<file path="config.mk">
export PLATFORM = sky130hd
export DESIGN_NAME = distance_trend_speed_adjuster
export DESIGN_NICKNAME = d
export VERILOG_FILES = /design/src/sv/dtsa_pkg.sv /design/src/sv/distance_trend_speed_adjuster.sv /design/src/sv/dtsa_cfg.sv /design/src/sv/dtsa_core.sv
export SDC_FILE = /design/constraint.sdc
export NUM_CORES = 1
export LEC_CHECK = 0
export ABC_AREA = 1
export BUFFER_PORTS_ARGS = -buffer_cell sky130_fd_sc_hd__buf_2
export CAP_MARGIN = 20
export CORE_ASPECT_RATIO = 0.8
export CORE_MARGIN = 4
export CORE_UTILIZATION = 60
export DETAILED_ROUTE_END_ITERATION = 10
export PLACE_DENSITY = 0.8
export SETUP_SLACK_MARGIN = 0.2
export SYNTH_ARGS = -nofsm -noshare
export SYNTH_HDL_FRONTEND = slang
export SYNTH_SLANG_ARGS = --single-unit
</file>
<file path="constraint.sdc">
create_clock -name aclk -period 4.1 [get_ports aclk]
set_input_delay 0.41 -clock aclk [delete_from_list [all_inputs] [get_ports aclk]]
set_output_delay 0.41 -clock aclk [all_outputs]
set_load 0.05 [all_outputs]
</file>
<file path="src/sv/dtsa_pkg.sv">
// shared types and constants for the distance trend speed adjuster
// no dependencies

package dtsa_pkg;

    localparam int DistW   = 8;
    localparam int SecW    = 6;
    localparam int SpeedW  = 8;
    localparam int CountW  = 8;
    localparam int DeltaW  = 7;
    localparam int CfgIdxW = 3;
    localparam int CfgDatW = 8;

    typedef enum logic [CfgIdxW-1:0] {
        REG_NEAR_WINDOW      = 3'd0,
        REG_FAR_WINDOW_MIN   = 3'd1,
        REG_RELEASE_DISTANCE = 3'd2,
        REG_TREND_DELTA      = 3'd3,
        REG_RESUME_LIMIT     = 3'd4,
        REG_FLOOR_SPEED      = 3'd5,
        REG_SPEED_STEP       = 3'd6,
        REG_CUTOFF_SPEED     = 3'd7
    } cfg_index_t;

    localparam logic [DistW-1:0]  RstNearWindow     = 8'd50;
    localparam logic [DistW-1:0]  RstFarWindowMin   = 8'd20;
    localparam logic [DistW-1:0]  RstReleaseDist    = 8'd50;
    localparam logic [DeltaW-1:0] RstTrendDelta     = 7'd3;
    localparam logic [SpeedW-1:0] RstResumeLimit    = 8'd90;
    localparam logic [SpeedW-1:0] RstFloorSpeed     = 8'd70;
    localparam logic [SpeedW-1:0] RstSpeedStep      = 8'd4;
    localparam logic [SpeedW-1:0] RstCutoffSpeed    = 8'd99;

    typedef struct packed {
        logic [DistW-1:0]  near_window;
        logic [DistW-1:0]  far_window_min;
        logic [DistW-1:0]  release_distance;
        logic [DeltaW-1:0] trend_delta;
        logic [SpeedW-1:0] resume_limit;
        logic [SpeedW-1:0] floor_speed;
        logic [SpeedW-1:0] speed_step;
        logic [SpeedW-1:0] cutoff_speed;
    } cfg_t;

    typedef struct packed {
        logic [DistW-1:0]  distance;
        logic [SecW-1:0]   seconds;
        logic              drowsy_level_one;
        logic [SpeedW-1:0] current_speed;
    } in_item_t;

    typedef struct packed {
        logic [SpeedW-1:0] new_speed;
        logic              speed_applied;
        logic [CountW-1:0] slowdown_count;
    } out_item_t;

endpackage

</file>
<file path="src/sv/distance_trend_speed_adjuster.sv">
// top level of the distance trend speed adjuster: stream ports, input and result registers
// depends on dtsa_pkg, dtsa_cfg, dtsa_core

// Takes one item per clock while s_tready is high and returns one result item for each,
// through the input register and then the result register. The decision for an item is a
// single pass of compares and 8-bit adds on the registered item and the trend state,
// so sustained throughput is one item per cycle; a stalled result register holds
// the pipe and s_tready drops only when both registers are full and m_tready is low.
// Configuration writes are always ready and take effect on the next cycle; they are
// meant to be made while no item is in flight.

module distance_trend_speed_adjuster (
    input  logic        aclk,
    input  logic        aresetn,

    // input items
    input  logic        s_tvalid,
    output logic        s_tready,
    input  logic [23:0] s_tdata,   // distance [7:0], seconds [13:8], current_speed [21:14], zero
    input  logic        s_tuser,   // drowsy_level_one

    // result items
    output logic        m_tvalid,
    input  logic        m_tready,
    output logic [15:0] m_tdata,   // new_speed [7:0], slowdown_count [15:8]
    output logic        m_tuser,   // speed_applied

    // configuration writes
    input  logic        cfg_valid,
    output logic        cfg_ready,
    input  logic [2:0]  cfg_index,
    input  logic [7:0]  cfg_data
);

    dtsa_pkg::cfg_t      cfg;
    dtsa_pkg::in_item_t  in_item_reg;
    dtsa_pkg::in_item_t  in_item_next;
    dtsa_pkg::out_item_t out_item_reg;
    dtsa_pkg::out_item_t res;
    logic                in_valid_reg;
    logic                out_valid_reg;
    logic                advance;
    logic                s_fire;

    // the result register can take a value; the core steps when it also holds an item
    assign advance = !out_valid_reg || m_tready;
    assign s_tready = !in_valid_reg || advance;
    assign s_fire = s_tvalid && s_tready;
    assign cfg_ready = 1'b1;

    always_comb begin
        in_item_next.distance         = s_tdata[7:0];
        in_item_next.seconds          = s_tdata[13:8];
        in_item_next.current_speed    = s_tdata[21:14];
        in_item_next.drowsy_level_one = s_tuser;
    end

    dtsa_cfg u_cfg (
        .aclk     (aclk),
        .aresetn  (aresetn),
        .wr_en    (cfg_valid && cfg_ready),
        .wr_index (cfg_index),
        .wr_data  (cfg_data),
        .cfg      (cfg)
    );

    dtsa_core u_core (
        .aclk    (aclk),
        .aresetn (aresetn),
        .step    (in_valid_reg && advance),
        .item    (in_item_reg),
        .cfg     (cfg),
        .res     (res)
    );

    // control: valid flags
    always_ff @(posedge aclk) begin
        if (!aresetn) begin
            in_valid_reg  <= 1'b0;
            out_valid_reg <= 1'b0;
        end else begin
            if (s_tready) begin
                in_valid_reg <= s_tvalid;
            end
            if (advance) begin
                out_valid_reg <= in_valid_reg;
            end
        end
    end

    // payload: no reset
    always_ff @(posedge aclk) begin
        if (s_fire) begin
            in_item_reg <= in_item_next;
        end
        if (in_valid_reg && advance) begin
            out_item_reg <= res;
        end
    end

    assign m_tvalid = out_valid_reg;
    assign m_tdata  = {out_item_reg.slowdown_count, out_item_reg.new_speed};
    assign m_tuser  = out_item_reg.speed_applied;

`ifndef ASSERT_OFF
    // back pressure only with both stages full and the sink stalled
    a_ready_cause: assert property (@(posedge aclk) disable iff (!aresetn)
        !s_tready |-> (in_valid_reg && out_valid_reg && !m_tready))
        else $error("input stalled without a full pipe");

    // an accepted item reaches the input stage
    a_accept_lands: assert property (@(posedge aclk) disable iff (!aresetn)
        s_fire |=> in_valid_reg)
        else $error("accepted item lost");

    // a stalled result does not move
    a_result_hold: assert property (@(posedge aclk) disable iff (!aresetn)
        (m_tvalid && !m_tready) |=> (m_tvalid && $stable(m_tdata) && $stable(m_tuser)))
        else $error("stalled result changed");
`endif

endmodule

</file>
<file path="src/sv/dtsa_cfg.sv">
// configuration register file for the distance trend speed adjuster
// depends on dtsa_pkg

module dtsa_cfg (
    input  logic                          aclk,
    input  logic                          aresetn,
    input  logic                          wr_en,
    input  logic [dtsa_pkg::CfgIdxW-1:0]  wr_index,
    input  logic [dtsa_pkg::CfgDatW-1:0]  wr_data,
    output dtsa_pkg::cfg_t                cfg
);

    dtsa_pkg::cfg_t cfg_reg;
    dtsa_pkg::cfg_t cfg_next;

    always_comb begin
        cfg_next = cfg_reg;
        if (wr_en) begin
            case (dtsa_pkg::cfg_index_t'(wr_index))
                dtsa_pkg::REG_NEAR_WINDOW:      cfg_next.near_window      = wr_data;
                dtsa_pkg::REG_FAR_WINDOW_MIN:   cfg_next.far_window_min   = wr_data;
                dtsa_pkg::REG_RELEASE_DISTANCE: cfg_next.release_distance = wr_data;
                dtsa_pkg::REG_TREND_DELTA:
                    cfg_next.trend_delta = wr_data[dtsa_pkg::DeltaW-1:0];
                dtsa_pkg::REG_RESUME_LIMIT:     cfg_next.resume_limit     = wr_data;
                dtsa_pkg::REG_FLOOR_SPEED:      cfg_next.floor_speed      = wr_data;
                dtsa_pkg::REG_SPEED_STEP:       cfg_next.speed_step       = wr_data;
                dtsa_pkg::REG_CUTOFF_SPEED:     cfg_next.cutoff_speed     = wr_data;
                default: cfg_next = cfg_reg;
            endcase
        end
    end

    always_ff @(posedge aclk) begin
        if (!aresetn) begin
            cfg_reg.near_window      <= dtsa_pkg::RstNearWindow;
            cfg_reg.far_window_min   <= dtsa_pkg::RstFarWindowMin;
            cfg_reg.release_distance <= dtsa_pkg::RstReleaseDist;
            cfg_reg.trend_delta      <= dtsa_pkg::RstTrendDelta;
            cfg_reg.resume_limit     <= dtsa_pkg::RstResumeLimit;
            cfg_reg.floor_speed      <= dtsa_pkg::RstFloorSpeed;
            cfg_reg.speed_step       <= dtsa_pkg::RstSpeedStep;
            cfg_reg.cutoff_speed     <= dtsa_pkg::RstCutoffSpeed;
        end else begin
            cfg_reg <= cfg_next;
        end
    end

    assign cfg = cfg_reg;

endmodule

</file>
<file path="src/sv/dtsa_core.sv">
// trend state and one-pass speed decision for the distance trend speed adjuster
// depends on dtsa_pkg

module dtsa_core (
    input  logic                aclk,
    input  logic                aresetn,
    input  logic                step,
    input  dtsa_pkg::in_item_t  item,
    input  dtsa_pkg::cfg_t      cfg,
    output dtsa_pkg::out_item_t res
);

    logic [dtsa_pkg::CountW-1:0] pending_reg,     pending_next;
    logic [dtsa_pkg::DistW-1:0]  near_first_reg,  near_first_next;
    logic                        near_armed_reg,  near_armed_next;
    logic [dtsa_pkg::DistW-1:0]  far_first_reg,   far_first_next;
    logic                        far_armed_reg,   far_armed_next;
    logic [dtsa_pkg::SecW-1:0]   last_sec_reg,    last_sec_next;

    logic                         act;
    logic                         near_in;
    logic                         far_in;
    logic [dtsa_pkg::DistW-1:0]   near_diff;
    logic [dtsa_pkg::DistW-1:0]   far_diff;
    logic signed [dtsa_pkg::DistW-1:0] delta_s;
    logic                         closing;
    logic                         open_run;
    logic                         opening;
    logic                         recover;
    logic [dtsa_pkg::SpeedW-1:0]  up_speed;
    logic [dtsa_pkg::SpeedW-1:0]  speed_out;

    always_comb begin
        act       = item.drowsy_level_one && (item.seconds != last_sec_reg);
        near_in   = item.distance <= cfg.near_window;
        far_in    = item.distance >= cfg.far_window_min;
        near_diff = near_first_reg - item.distance;
        far_diff  = item.distance - far_first_reg;
        delta_s   = $signed({1'b0, cfg.trend_delta});
        closing   = act && near_in && near_armed_reg && ($signed(near_diff) >= delta_s);
        open_run  = act && !closing;
        opening   = open_run && far_in && far_armed_reg && ($signed(far_diff) >= delta_s);
        recover   = open_run && (pending_reg != '0)
                    && ((opening && (item.current_speed <= cfg.resume_limit))
                        || (item.distance >= cfg.release_distance));

        if (item.current_speed < cfg.floor_speed) begin
            up_speed = cfg.floor_speed;
        end else begin
            up_speed = item.current_speed + cfg.speed_step;
        end

        speed_out = item.current_speed;
        if (closing) begin
            speed_out = (item.current_speed <= cfg.floor_speed) ? '0
                        : item.current_speed - cfg.speed_step;
        end else if (recover) begin
            speed_out = (up_speed >= cfg.cutoff_speed) ? '0 : up_speed;
        end
    end

    always_comb begin
        near_first_next = near_first_reg;
        near_armed_next = near_armed_reg;
        far_first_next  = far_first_reg;
        far_armed_next  = far_armed_reg;
        last_sec_next   = last_sec_reg;
        pending_next    = pending_reg;

        if (act) begin
            last_sec_next = item.seconds;
            if (near_in) begin
                if (!near_armed_reg) begin
                    near_first_next = item.distance;
                end
                near_armed_next = !near_armed_reg;
            end else begin
                near_first_next = '0;
            end
        end

        if (open_run) begin
            if (far_in) begin
                if (!far_armed_reg) begin
                    far_first_next = item.distance;
                end
                far_armed_next = !far_armed_reg;
            end else begin
                far_first_next = '0;
            end
        end

        if (!item.drowsy_level_one) begin
            pending_next = '0;
        end else if (closing) begin
            pending_next = pending_reg + dtsa_pkg::CountW'(1);
        end else if (recover) begin
            pending_next = pending_reg - dtsa_pkg::CountW'(1);
        end
    end

    always_ff @(posedge aclk) begin
        if (!aresetn) begin
            pending_reg    <= '0;
            near_first_reg <= '0;
            near_armed_reg <= 1'b0;
            far_first_reg  <= '0;
            far_armed_reg  <= 1'b0;
            last_sec_reg   <= '0;
        end else if (step) begin
            pending_reg    <= pending_next;
            near_first_reg <= near_first_next;
            near_armed_reg <= near_armed_next;
            far_first_reg  <= far_first_next;
            far_armed_reg  <= far_armed_next;
            last_sec_reg   <= last_sec_next;
        end
    end

    assign res.new_speed      = speed_out;
    assign res.speed_applied  = closing || recover;
    assign res.slowdown_count = pending_next;

`ifndef ASSERT_OFF
    // the reported count is the count that is kept
    a_count_kept: assert property (@(posedge aclk) disable iff (!aresetn)
        step |=> (pending_reg == $past(res.slowdown_count)))
        else $error("slowdown count state differs from reported count");

    // no drowsiness clears the count
    a_clear_on_alert: assert property (@(posedge aclk) disable iff (!aresetn)
        (step && !item.drowsy_level_one) |=> (pending_reg == '0))
        else $error("count not cleared with drowsy flag low");

    // an unchanged second leaves the pair state alone
    a_same_second: assert property (@(posedge aclk) disable iff (!aresetn)
        (step && (item.seconds == last_sec_reg)) |=>
            ($stable(near_first_reg) && $stable(near_armed_reg)
             && $stable(far_first_reg) && $stable(far_armed_reg)))
        else $error("pair state changed within the same second");

    // closing and recovery never both fire on a held item
    a_one_action: assert property (@(posedge aclk) disable iff (!aresetn)
        step |-> !(closing && recover))
        else $error("closing and recovery at once");
`endif

endmodule
</file>
After elaboration in Yosys (flattened, before gate mapping)
Cells that the tools add are included.

storage, ports and cells
  flip-flop bits (word level) = 137
  bits of input ports = 41
  output and inout bits = 20
  logic and storage cells = 97

cells by class
  add/sub/neg operators = 6
  order comparisons = 9
  equal/unequal tests = 10
  multiplexer cells = 12
  reduce and logical (&&, ||, !) cells = 37

operators by type and width
  kind                                               count
  2-to-1 mux 8 bit                                   12
  >= comparator 8 bit                                5
  <= comparator 8 bit                                3
  subtractor 8 bit                                   3
  AND reduction 2 bit                                9
  logical AND 1 bit                                  13
  == test 3 bit (second input constant)              4
  AND reduction 3 bit                                4
  adder 8 x 1 -> 8 bit (second input constant)       1
  adder 8 bit                                        1
  < comparator 8 bit                                 1
  nonzero test 8 bit                                 1
  subtractor 8 x 1 -> 8 bit (second input constant)  1
  == test 3 x 2 -> 1 bit (second input constant)     2
  != test 6 bit                                      1
  logical NOT 1 bit                                  5
  logical OR 1 bit                                   4
  != test 2 bit (second input constant)              2
  == test 3 x 1 -> 1 bit (second input constant)     1
  logical NOT 3 bit                                  1

Depth between registers and ports, before layout
Gate-level depths: netlist (run 1).

  depth after elaboration = 16
  mapped depth = 24
  gate-level depth less buffers = 24

Hierarchy
A second synthesis (run 1) with hierarchy kept.

unflattened totals
  cells, all modules = 1,145
  area, all modules = 8,518.2 µm²

modules (own cells, without submodules)
  module                         instances  cells an instance  area each (µm²)  seq. area each (µm²)
  dtsa_core                      1          744                4,732.0          640.6
  dtsa_cfg                       1          346                2,478.6          1,261.2
  distance_trend_speed_adjuster  1          55                 1,307.5          1,241.2

Worst setup path before layout (run 1)
Ideal clock, no wire load.

  path kind = reg-to-reg
  start = register in_item_reg[17] in the netlist's numbering
  end = register out_item_reg, in the netlist m_tdata[13] (data pin)
  setup time = 0.251 ns
  data arrival time = 2.649 ns
  required time = 3.849 ns
  slack = 1.200 ns
  cell stages (with the launch flop) = 22
  buffers on the path = 1
  clock period less this slack = 2.900 ns
  path through = edfxtp_1 -> inv_1 -> ha_1 -> a21oi_2 -> nand2_2 -> xor2_1 -> ha_1 -> nand2_1 -> o21bai_1 -> nand2_1 -> nand2_1 -> nand2_1 -> nand2_1 -> nand2_1 -> nand2_4 -> nor2_8 -> buf_6 -> nand3_1 -> nand2_1 -> nand3_1 -> nand3_2 -> inv_1

RTL lines
  what                    line                                 source
  start, declared         distance_trend_speed_adjuster.sv:36  dtsa_pkg::in_item_t in_item_reg;
  start signal, assigned  distance_trend_speed_adjuster.sv:94  in_item_reg <= in_item_next;
  end signal, assigned    distance_trend_speed_adjuster.sv:97  out_item_reg <= res;
  end, declared           distance_trend_speed_adjuster.sv:38  dtsa_pkg::out_item_t out_item_reg;

==> results of run 1 <==
cells in the final DEF (no fill, tap or decap), drive strengths merged:
cell        n
and2        2
o21bai      4
dfxtp      97
o22ai       1
o211ai     20
inv       171
xnor2       8
xor2       16
a31oi       3
edfxtp     40
o221ai      1
conb        1
nand2     200
nand4      11
a21o        3
ha         93
o21ai      77
buf        60
nor3        5
nor2       76
a21oi     107
clkbuf     18
bufinv      1
clkinv      3
o2111ai     1
nand3      53
a21boi      1
a211oi      2
o311ai      2
fa          4
o21a        1
clkinvlp    5
or2         1
power breakdown:
| group | total (mW) | internal, mW | switching (mW) |
|---|---|---|---|
| clock | 1.49 | 0.861 | 0.628 |
| sequential | 1.51 | 1.46 | 0.0491 |
| combinational | 0.607 | 0.211 | 0.396 |
| total | 3.61 | 2.53 | 1.07 |
worst min-delay path by stage:
stage	endpoint
after floorplan	u_cfg.cfg[2]
after global placement	u_cfg.cfg[61]
after detailed placement	u_cfg.cfg[7]
after CTS	in_item_reg[4]
after global routing	in_item_reg[3]
final	in_item_reg[3]
area by class of cell:
cell class	count	area share (%)
Multi-Input combinational cell	693	46.4
Sequential cell	137	34.4
Inverter	166	6.85
Clock buffer	18	4.81
Timing Repair Buffer	60	3.59
Tap cell	175	2.40
Clock inverter	14	1.51
worst max-delay path, delay by kind of cell, from the launching register on:
kind | cells | cell delay, ps
buffers and inverters | 2 | 200
AND/OR/NAND/NOR | 7 | 970
AO/OA/AOI/OAI | 6 | 980
flip-flops | 1 | 550
adder cells (fa/ha/maj) | 2 | 680
routing by layer:
layer	wire length [um]	GRT usage (%)	vias up
met2	8260	38.8	256
met1	8690	36.4	3121
li1	-	-	3473
met5	0	0	-
met4	493	9.15	0
met3	1530	4.92	49
kinds of logic after synthesis:
group / count (synthesis) / synth area share (%)
and+or+nand+nor: 348 / 19.0
AOI/OAI and AO/OA: 223 / 15.3
buffers and inverters: 187 / 8.97
DFF: 137 / 38.8
adders and majority gates: 97 / 15.3
xor gates and xnor gates: 24 / 2.59
other: 1 / 0.0463
through the flow:
step / hold slack, ps / util [%]
2_1_floorplan: 435 / -
3_3_place_gp: 450 / 65.3
3_5_place_dp: 454 / 65.3
4_1_cts: 148 / 69.7
5_1_grt: 147 / 69.9
6_report: 154 / 69.9
==> results.tsv, run 1 <==
metric	value	unit
status	finished, final reports clean	
VDD IR-drop max	0.350	mV
Worst Path Required	4330	ps
Post-DP Area	8520	um^2
GRT Overall Usage	25.6	%
Main synth FF type	dfxtp_1	
Vias	6899	
initial core utilization	62.1	%
minimum clock period	3560	ps
Min-Delay Path Class	in2reg	
share of layout cells above drive strength 1	10.9	%
total CTS buffers	17	
Area Growth Syn to Fin	12.6	%
most used cell, CP	nand2_1	
reg2reg start	in_item_reg[1]	
commonest cells in the netlist	nand2_1 (194), inv_1 (164), a21oi_1 (101)	
Via density	5.46	
Hold Startpoint	s_tdata[17]	
DP HPWL	13400	um
asr flop ratio synth	0	%
Routed Antenna Nets	0	
final routed DRC violation total	0	
Least-Margin Pin Slew	979	ps
worst setup path endpoint	m_tdata[2]	
gpl congestion	0.923	
Die H	112	um
largest net degree at the start of global routing	78	
synth top area cells	dfxtp_1 (24%), edfxtp_1 (15%), ha_1 (14%)	
worst slack at placement	684	ps
final WL	19000	um
FMAX	281	MHz
nets	1213	
area of the multi-input gates	4240	um^2
Final setup viols	0	
slowest cell on the critical path	edfxtp_1	
max-slew violations	0	
Total Power	3.61	mW
max_cap viols	0	
Tcrit/Tclk final	86.9	%
H-tree depth	4	
R2R Setup Slk	540	ps
final hold viol count	0	
top cell type's share of synthesized area	24.0	%
number of instances in the placed design	1230	
pwr dens	395	nW/um^2
clock buffer depth	2	
clock-pin slew on the worst setup and hold paths	60	ps
register area	3140	um^2
RSZ-0062 raised after global routing	false	
min setup slack post-route	536	ps
WL per Instance	15.0	um
setup_tns	0	ps
Worst Reg-to-Reg Cells	17	
Final Non-Filler Cells	1263	
die area	15400	um^2
number of synthesized flops with an enable pin	40	
fin area	9130	um^2
sequential fraction of the synthesis area	38.8	%
CTS Hold Buffers Added	0	
worst-skew pair later-pin latency	430	ps
Post-Syn Area	8110	um^2
total iterations of the first detailed-routing run	5	
setup skew after layout	8.19	ps
I/O pin cnt	61	
core area	13100	um^2
crit path cell chain	ha_1 > inv_1 > nor2_1 > nor2_1 > o21ai_0 > nand2_1 > nand2_1 > inv_1 > o21ai_0 > ha_1 > a21oi_1 > o21ai_0 > nand2_1 > o2111ai_1 > nor2_4 > nand2_1 > o211ai_1	
leading area contributor after synthesis	dfxtp_1	
critical path capture point type	flip-flop	
R2R Path End	m_tdata[2]	
Iter 0 DRT Violations	535	
crit path launch type	flip-flop	
GRT overflow	0	
setup bufs post-CTS	0	
cell with the most instances after synthesis	nand2_1	
clock tree sinks	137	
crit-path max cell delay	550	ps
die width	138	um
Slew HR	34.6	%
Seq cells post-synth	137	
CTS tree	built	
Syn Area/Cell	7.97	um^2
syn nets	1155	
Yosys warnings	0	
clk root buf	clkbuf_16	
CTS-repair resized insts	0	
Port Buffers	57	
Leakage	4.29	nW
max reg flops	63	
# rows	37	
CP Class	reg2reg	
worst path arrival time	3790	ps
Mapped Cells	1017	
initial antenna violation count	0	
hold path depth	1	
worst-path maximum fanout	14	
filler cell count	1049	
synth unique cells	48	
vias in the first global route	6550	
Crit. Startpoint	in_item_reg[1]	
ANT cells	0	
first-pass GRT wire length	31100	um
(Power assumes the default switching activity.)
==> run 2, diff against run 1 <==
Settings changed: CORE_MARGIN 4 to 2, GPL_TIMING_DRIVEN set to 0.
==> results.tsv, run 2 (synthesized netlist as in run 1, its figures left out) <==
metric	value	unit
Hold EP	in_item_reg[5]	
most frequent cells in the layout	nand2_1 (194), inv_1 (164), a21oi_1 (101), dfxtp_1 (97), ha_1 (93)	
Leakage	4.30	nW
worst path arrival time	3700	ps
hold path depth	1	
setup bufs post-CTS	0	
Iter 0 DRT Violations	515	
Tcrit/Tclk final	87.2	%
min setup slack post-route	527	ps
final WL	19200	um
largest net degree at the start of global routing	24	
max_cap viols	0	
nets	1231	
gpl congestion	0.935	
crit path launch type	flip-flop	
worst slack at placement	614	ps
first-pass GRT wire length	31400	um
total iterations of the first detailed-routing run	5	
minimum clock period	3570	ps
fraction of power consumed by combinational cells	17.2	%
final hold viol count	0	
Vias	7008	
initial core utilization	62.3	%
CTS Hold Buffers Added	0	
FMAX	280	MHz
Int Pwr	2.51	mW
setup skew after layout	10.2	ps
Clk network pwr share	40.7	%
WL per Instance	15.0	um
R2R Path End	m_tdata[0]	
area of the multi-input gates	4240	um^2
sequential power share	42.1	%
share of layout cells above drive strength 1	10.7	%
commonest non-fill, non-tap cell in the layout	nand2_1	
pwr dens	391	nW/um^2
GRT overflow	0	
final routed DRC violation total	0	
Worst Reg-to-Reg Cells	17	
max reg flops	63	
Final setup viols	0	
Min-Delay Path Class	in2reg	
status	finished, final reports clean	
Port Buffers	56	
R2R Setup Slk	530	ps
critical path capture point type	flip-flop	
clock-pin slew on the worst setup and hold paths	60	ps
initial antenna violation count	0	
CP Class	reg2reg	
Sw Pwr	1.07	mW
total CTS buffers	17	
Post-DP Area	8620	um^2
filler cell count	1067	
max-slew violations	0	
reg2reg start	in_item_reg[1]	
Worst Path Required	4230	ps
VDD IR-drop max	0.343	mV
die width	134	um
RSZ-0062 raised after global routing	false	
worst-skew pair later-pin latency	440	ps
Routed Antenna Nets	0	
Via density	5.47	
DP HPWL	14300	um
worst-path maximum fanout	10	
setup_tns	0	ps
switch share	29.9	%
ANT cells	0	
Slew HR	32.6	%
Total Power	3.58	mW
I/O pin cnt	61	
clock buffer depth	2	
CTS-repair resized insts	0	
# rows	37	
die area	14500	um^2
fin area	9180	um^2
clock tree sinks	137	
CTS tree	built	
Area Growth Syn to Fin	13.2	%
Least-Margin Pin Slew	1010	ps
core area	13000	um^2
clk root buf	clkbuf_16	
GRT Overall Usage	28.1	%
H-tree depth	4	
Hold Startpoint	s_tdata[19]	
vias in the first global route	6512	
register area	3140	um^2
Die H	108	um
[run 2: cell count changes in the layout (fill, tap and decap cells not counted), sizes merged]
cell,delta
buf,+1
clkbuf,+18
clkinv,+1
inv,-2
[run 2: worst max path at each step]
stage / startpoint / depth (start not counted) / slack (ps) / to
floorplan: in_item_reg[17] / 21 / 1200 / m_tdata[13]
global placement: in_item_reg[1] / 17 / 690 / m_tdata[2]
detailed placement: in_item_reg[1] / 17 / 610 / m_tdata[0]
CTS: in_item_reg[1] / 17 / 600 / m_tdata[0]
global route: in_item_reg[1] / 17 / 210 / m_tdata[0]
finish: in_item_reg[1] / 17 / 530 / m_tdata[0]
[run 2: stage by stage]
step                utilization [%]  hold slack, ps  cells
global placement               66.2             449   1248
finish                         70.5             144   1281
CTS                            70.5             137   1281
floorplan                         -             435   1017
detailed placement             66.3             454   1249
global route                   70.5             135   1281
[run 2: layout make-up]
cell class	count	share of cell area, %
sequential	137	34.3
buffer	21	1.10
clock buffer	19	4.72
inverter	166	6.82
clock inverter	13	1.32
tap	175	2.39
timing repair buffer	57	3.22
multi-input combinational	693	46.2
[run 2: critical path, stage by stage, from the launching register on]
cell       delay (ps)
edfxtp_1          550
ha_1              380
inv_1              40
nor2_1             80
nor2_1             40
o21ai_0           140
nand2_1            60
nand2_1           140
clkbuf_1          350
o21ai_0           240
ha_1              330
nand2_1            70
nor2_1            140
nand4_1           120
o2111ai_1         190
nor2_4            120
nand2_1            70
o221ai_1          180
[run 2: routing by layer]
metal  share of wire (%)  wire length, um  vias to the layer above  GRT usage (%)
met5                   0                0                        -              0
met4                 1.5              286                        0           8.36
met3                 7.5             1450                       24           7.03
met2                  44             8440                      233           43.7
met1                  47             9080                     3241           38.8
li1                    -                -                     3510              -
[run 2: power by group through the flow]
stage / combinational [mW] / sequential, mW / clock, mW
2_1_floorplan: 0.413 / 1.56 / 0
3_3_place_gp: 0.583 / 1.54 / 0
3_5_place_dp: 0.602 / 1.54 / 0
4_1_cts: 0.609 / 1.51 / 1.47
5_1_grt: 0.695 / 1.52 / 1.53
6_report: 0.616 / 1.51 / 1.46
==> run 3, diff against run 2 <==
Settings changed: ABC_AREA 1 to unset, MAX_ROUTING_LAYER set to met4.
==> results.tsv, run 3 <==
metric	value	unit
status	finished, final reports clean	
clk root buf	clkbuf_16	
total CTS buffers	17	
Die H	107	um
clock-pin slew on the worst setup and hold paths	60	ps
I/O pin cnt	61	
Seq cells post-synth	137	
max reg flops	63	
Routed Antenna Nets	0	
total iterations of the first detailed-routing run	5	
nets	1156	
synth top area cells	dfxtp_1 (24%), edfxtp_1 (15%), ha_1 (15%)	
Min-Delay Path Class	in2reg	
WL per Instance	17.2	um
share of layout cells above drive strength 1	15.4	%
worst-skew pair later-pin latency	430	ps
Port Buffers	48	
worst slack at placement	-420	ps
Slew HR	29.9	%
vias in the first global route	6417	
minimum clock period	3910	ps
setup skew after layout	8.46	ps
die width	133	um
leading area contributor after synthesis	dfxtp_1	
first-pass GRT wire length	31800	um
filler cell count	946	
Syn Area/Cell	8.69	um^2
fin util	74.0	%
Worst Reg-to-Reg Cells	18	
ANT cells	0	
final WL	20700	um
area share of and/or/nand/nor cells after synthesis	17.2	%
GRT overflow	0	
Via density	5.72	
critical path capture point type	flip-flop	
most frequent cells in the layout	nand2_1 (147), dfxtp_1 (97), ha_1 (88), inv_1 (87), a21oi_1 (79)	
clock tree sinks	137	
core area	13000	um^2
# rows	37	
synth unique cells	57	
commonest cells in the netlist	nand2_1 (147), dfxtp_1 (97), ha_1 (93)	
max-slew violations	0	
Mapped Cells	922	
CTS tree	built	
initial antenna violation count	0	
adder-cell share of the synthesized area	15.5	%
max_cap viols	0	
FMAX	256	MHz
sequential fraction of the synthesis area	39.3	%
Post-Syn Area	8010	um^2
xor-xnor portion of the synthesized cell area	4.05	%
R2R Path End	m_tdata[7]	
min setup slack post-route	191	ps
VDD IR-drop max	0.401	mV
setup_tns	0	ps
Main synth FF type	dfxtp_1	
pwr dens	369	nW/um^2
fin area	9590	um^2
syn nets	1060	
Hold EP	in_item_reg[18]	
Post-DP Area	8500	um^2
Iter 0 DRT Violations	681	
largest net degree at the start of global routing	19	
number of synthesized flops with an enable pin	40	
clock buffer depth	2	
Leakage	4.02	nW
commonest non-fill, non-tap cell in the layout	nand2_1	
asr flop ratio synth	0	%
final hold viol count	0	
H-tree depth	4	
hold path depth	1	
RSZ-0062 raised after global routing	true	
gpl congestion	0.927	
DP HPWL	14100	um
CP Class	reg2reg	
R2R Setup Slk	190	ps
die area	14300	um^2
top cell type's share of synthesized area	24.3	%
Worst Path Required	4270	ps
cell with the most instances after synthesis	nand2_1	
Least-Margin Pin Slew	1040	ps
initial core utilization	61.8	%
final routed DRC violation total	0	
largest family of logic cells by synthesized area	compound AO/OA/AOI/OAI gates	
worst-path maximum fanout	7	
Final setup viols	0	
Vias	6896	
Hold Startpoint	s_tdata[3]	
post-synthesis mux area share	0.250	%
Area Growth Syn to Fin	19.8	%
reg2reg start	in_item_reg[15]	
Yosys warnings	0	
Min Hold Slack	155	ps
crit path launch type	flip-flop	
area fraction in compound gates after synthesis	17.4	%
Tcrit/Tclk final	95.3	%
GRT Overall Usage	29.7	%
worst path arrival time	4080	ps
[run 3: changes by cell type after synthesis, moves of 9 or more]
cell,previous run,this run
nor2b_1,0,12
o21ai_0,75,23
nand2_1,194,147
xnor2_1,8,21
nor2_1,71,53
nand3_1,47,18
inv_1,164,89
o21a_1,1,10
nand2b_1,0,17
a21o_1,3,18
a21oi_1,101,86
a22oi_1,0,18
[run 3: cells by family (layout without fill, tap and decap cells)]
group | count (synthesis) | after routing
fa+ha+maj | 97 | 97
flops | 137 | 137
other cells | 1 | 1
xor+xnor | 37 | 37
buf+inv | 128 | 237
mux | 2 | 2
compound gates | 220 | 220
simple gates | 300 | 300
[run 3: where the power goes]
part | total [mW] | internal [mW] | switching [mW]
Combinational | 0.530 | 0.214 | 0.316
Sequential | 1.48 | 1.44 | 0.0347
Clock | 1.53 | 0.948 | 0.584
[run 3: worst max path at each step]
| stage | startpoint | slack, ps | cells past startpoint | end |
|---|---|---|---|---|
| after CTS | in_item_reg[15] | 180 | 19 | m_tdata[7] |
| after global placement | in_item_reg[15] | -300 | 19 | m_tdata[7] |
| after detailed placement | in_item_reg[16] | -420 | 17 | u_core.far_first_reg[4] |
| final | in_item_reg[15] | 190 | 18 | m_tdata[7] |
| after floorplan | in_item_reg[15] | 210 | 19 | m_tdata[7] |
| after global routing | in_item_reg[15] | 40 | 19 | m_tdata[7] |
[run 3: cell type report]
| class | count | area [um^2] | share of cell area (%) |
|---|---|---|---|
| timing repair buffer | 77 | 495 | 5.17 |
| tap | 175 | 219 | 2.28 |
| multi-input combinational | 657 | 4610 | 48.1 |
| clock inverter | 13 | 154 | 1.60 |
| buffer | 38 | 196 | 2.05 |
| sequential | 137 | 3140 | 32.8 |
| inverter | 90 | 338 | 3.52 |
| clock buffer | 19 | 433 | 4.51 |
[run 3: per-stage QoR]
stage                     instances  total power [mW]
after floorplan                 922              1.82
after global placement         1145              1.93
after detailed placement       1146              1.95
after CTS                      1191              3.49
after global routing           1206              3.67
final                          1206              3.54
[run 3: routing by layer]
layer  track usage, %  vias to the layer above  wire, um
li1                 -                     3396         -
met1             39.6                     3197      9420
met2             45.9                      264      9340
met3             7.02                       39      1580
met4             7.75                        0       339
met5                -                        -         0
[run 3: timing repair]
| action | CTS | global route |
|---|---|---|
| hold buffers | 0 | 0 |
| gates cloned | 0 | 2 |
| pin swaps | 9 | 29 |
| gates resized for setup | 26 | 46 |
| setup buffers | 13 | 13 |
| endpoints found under the setup margin | 34 | 33 |
[run 3: critical path: stages (launching register included)]
cell and delay (ps):
edfxtp_1 420, inv_2 120, ha_4 140, inv_2 40
fa_2 380, a21o_1 200, a21oi_2 150, o21bai_1 100
a21oi_2 200, xnor2_2 160, ha_2 320, a21oi_2 140
nand4b_1 120, and4b_1 220, or2_4 250, buf_6 140
and3_4 140, buf_6 120, a221o_1 280
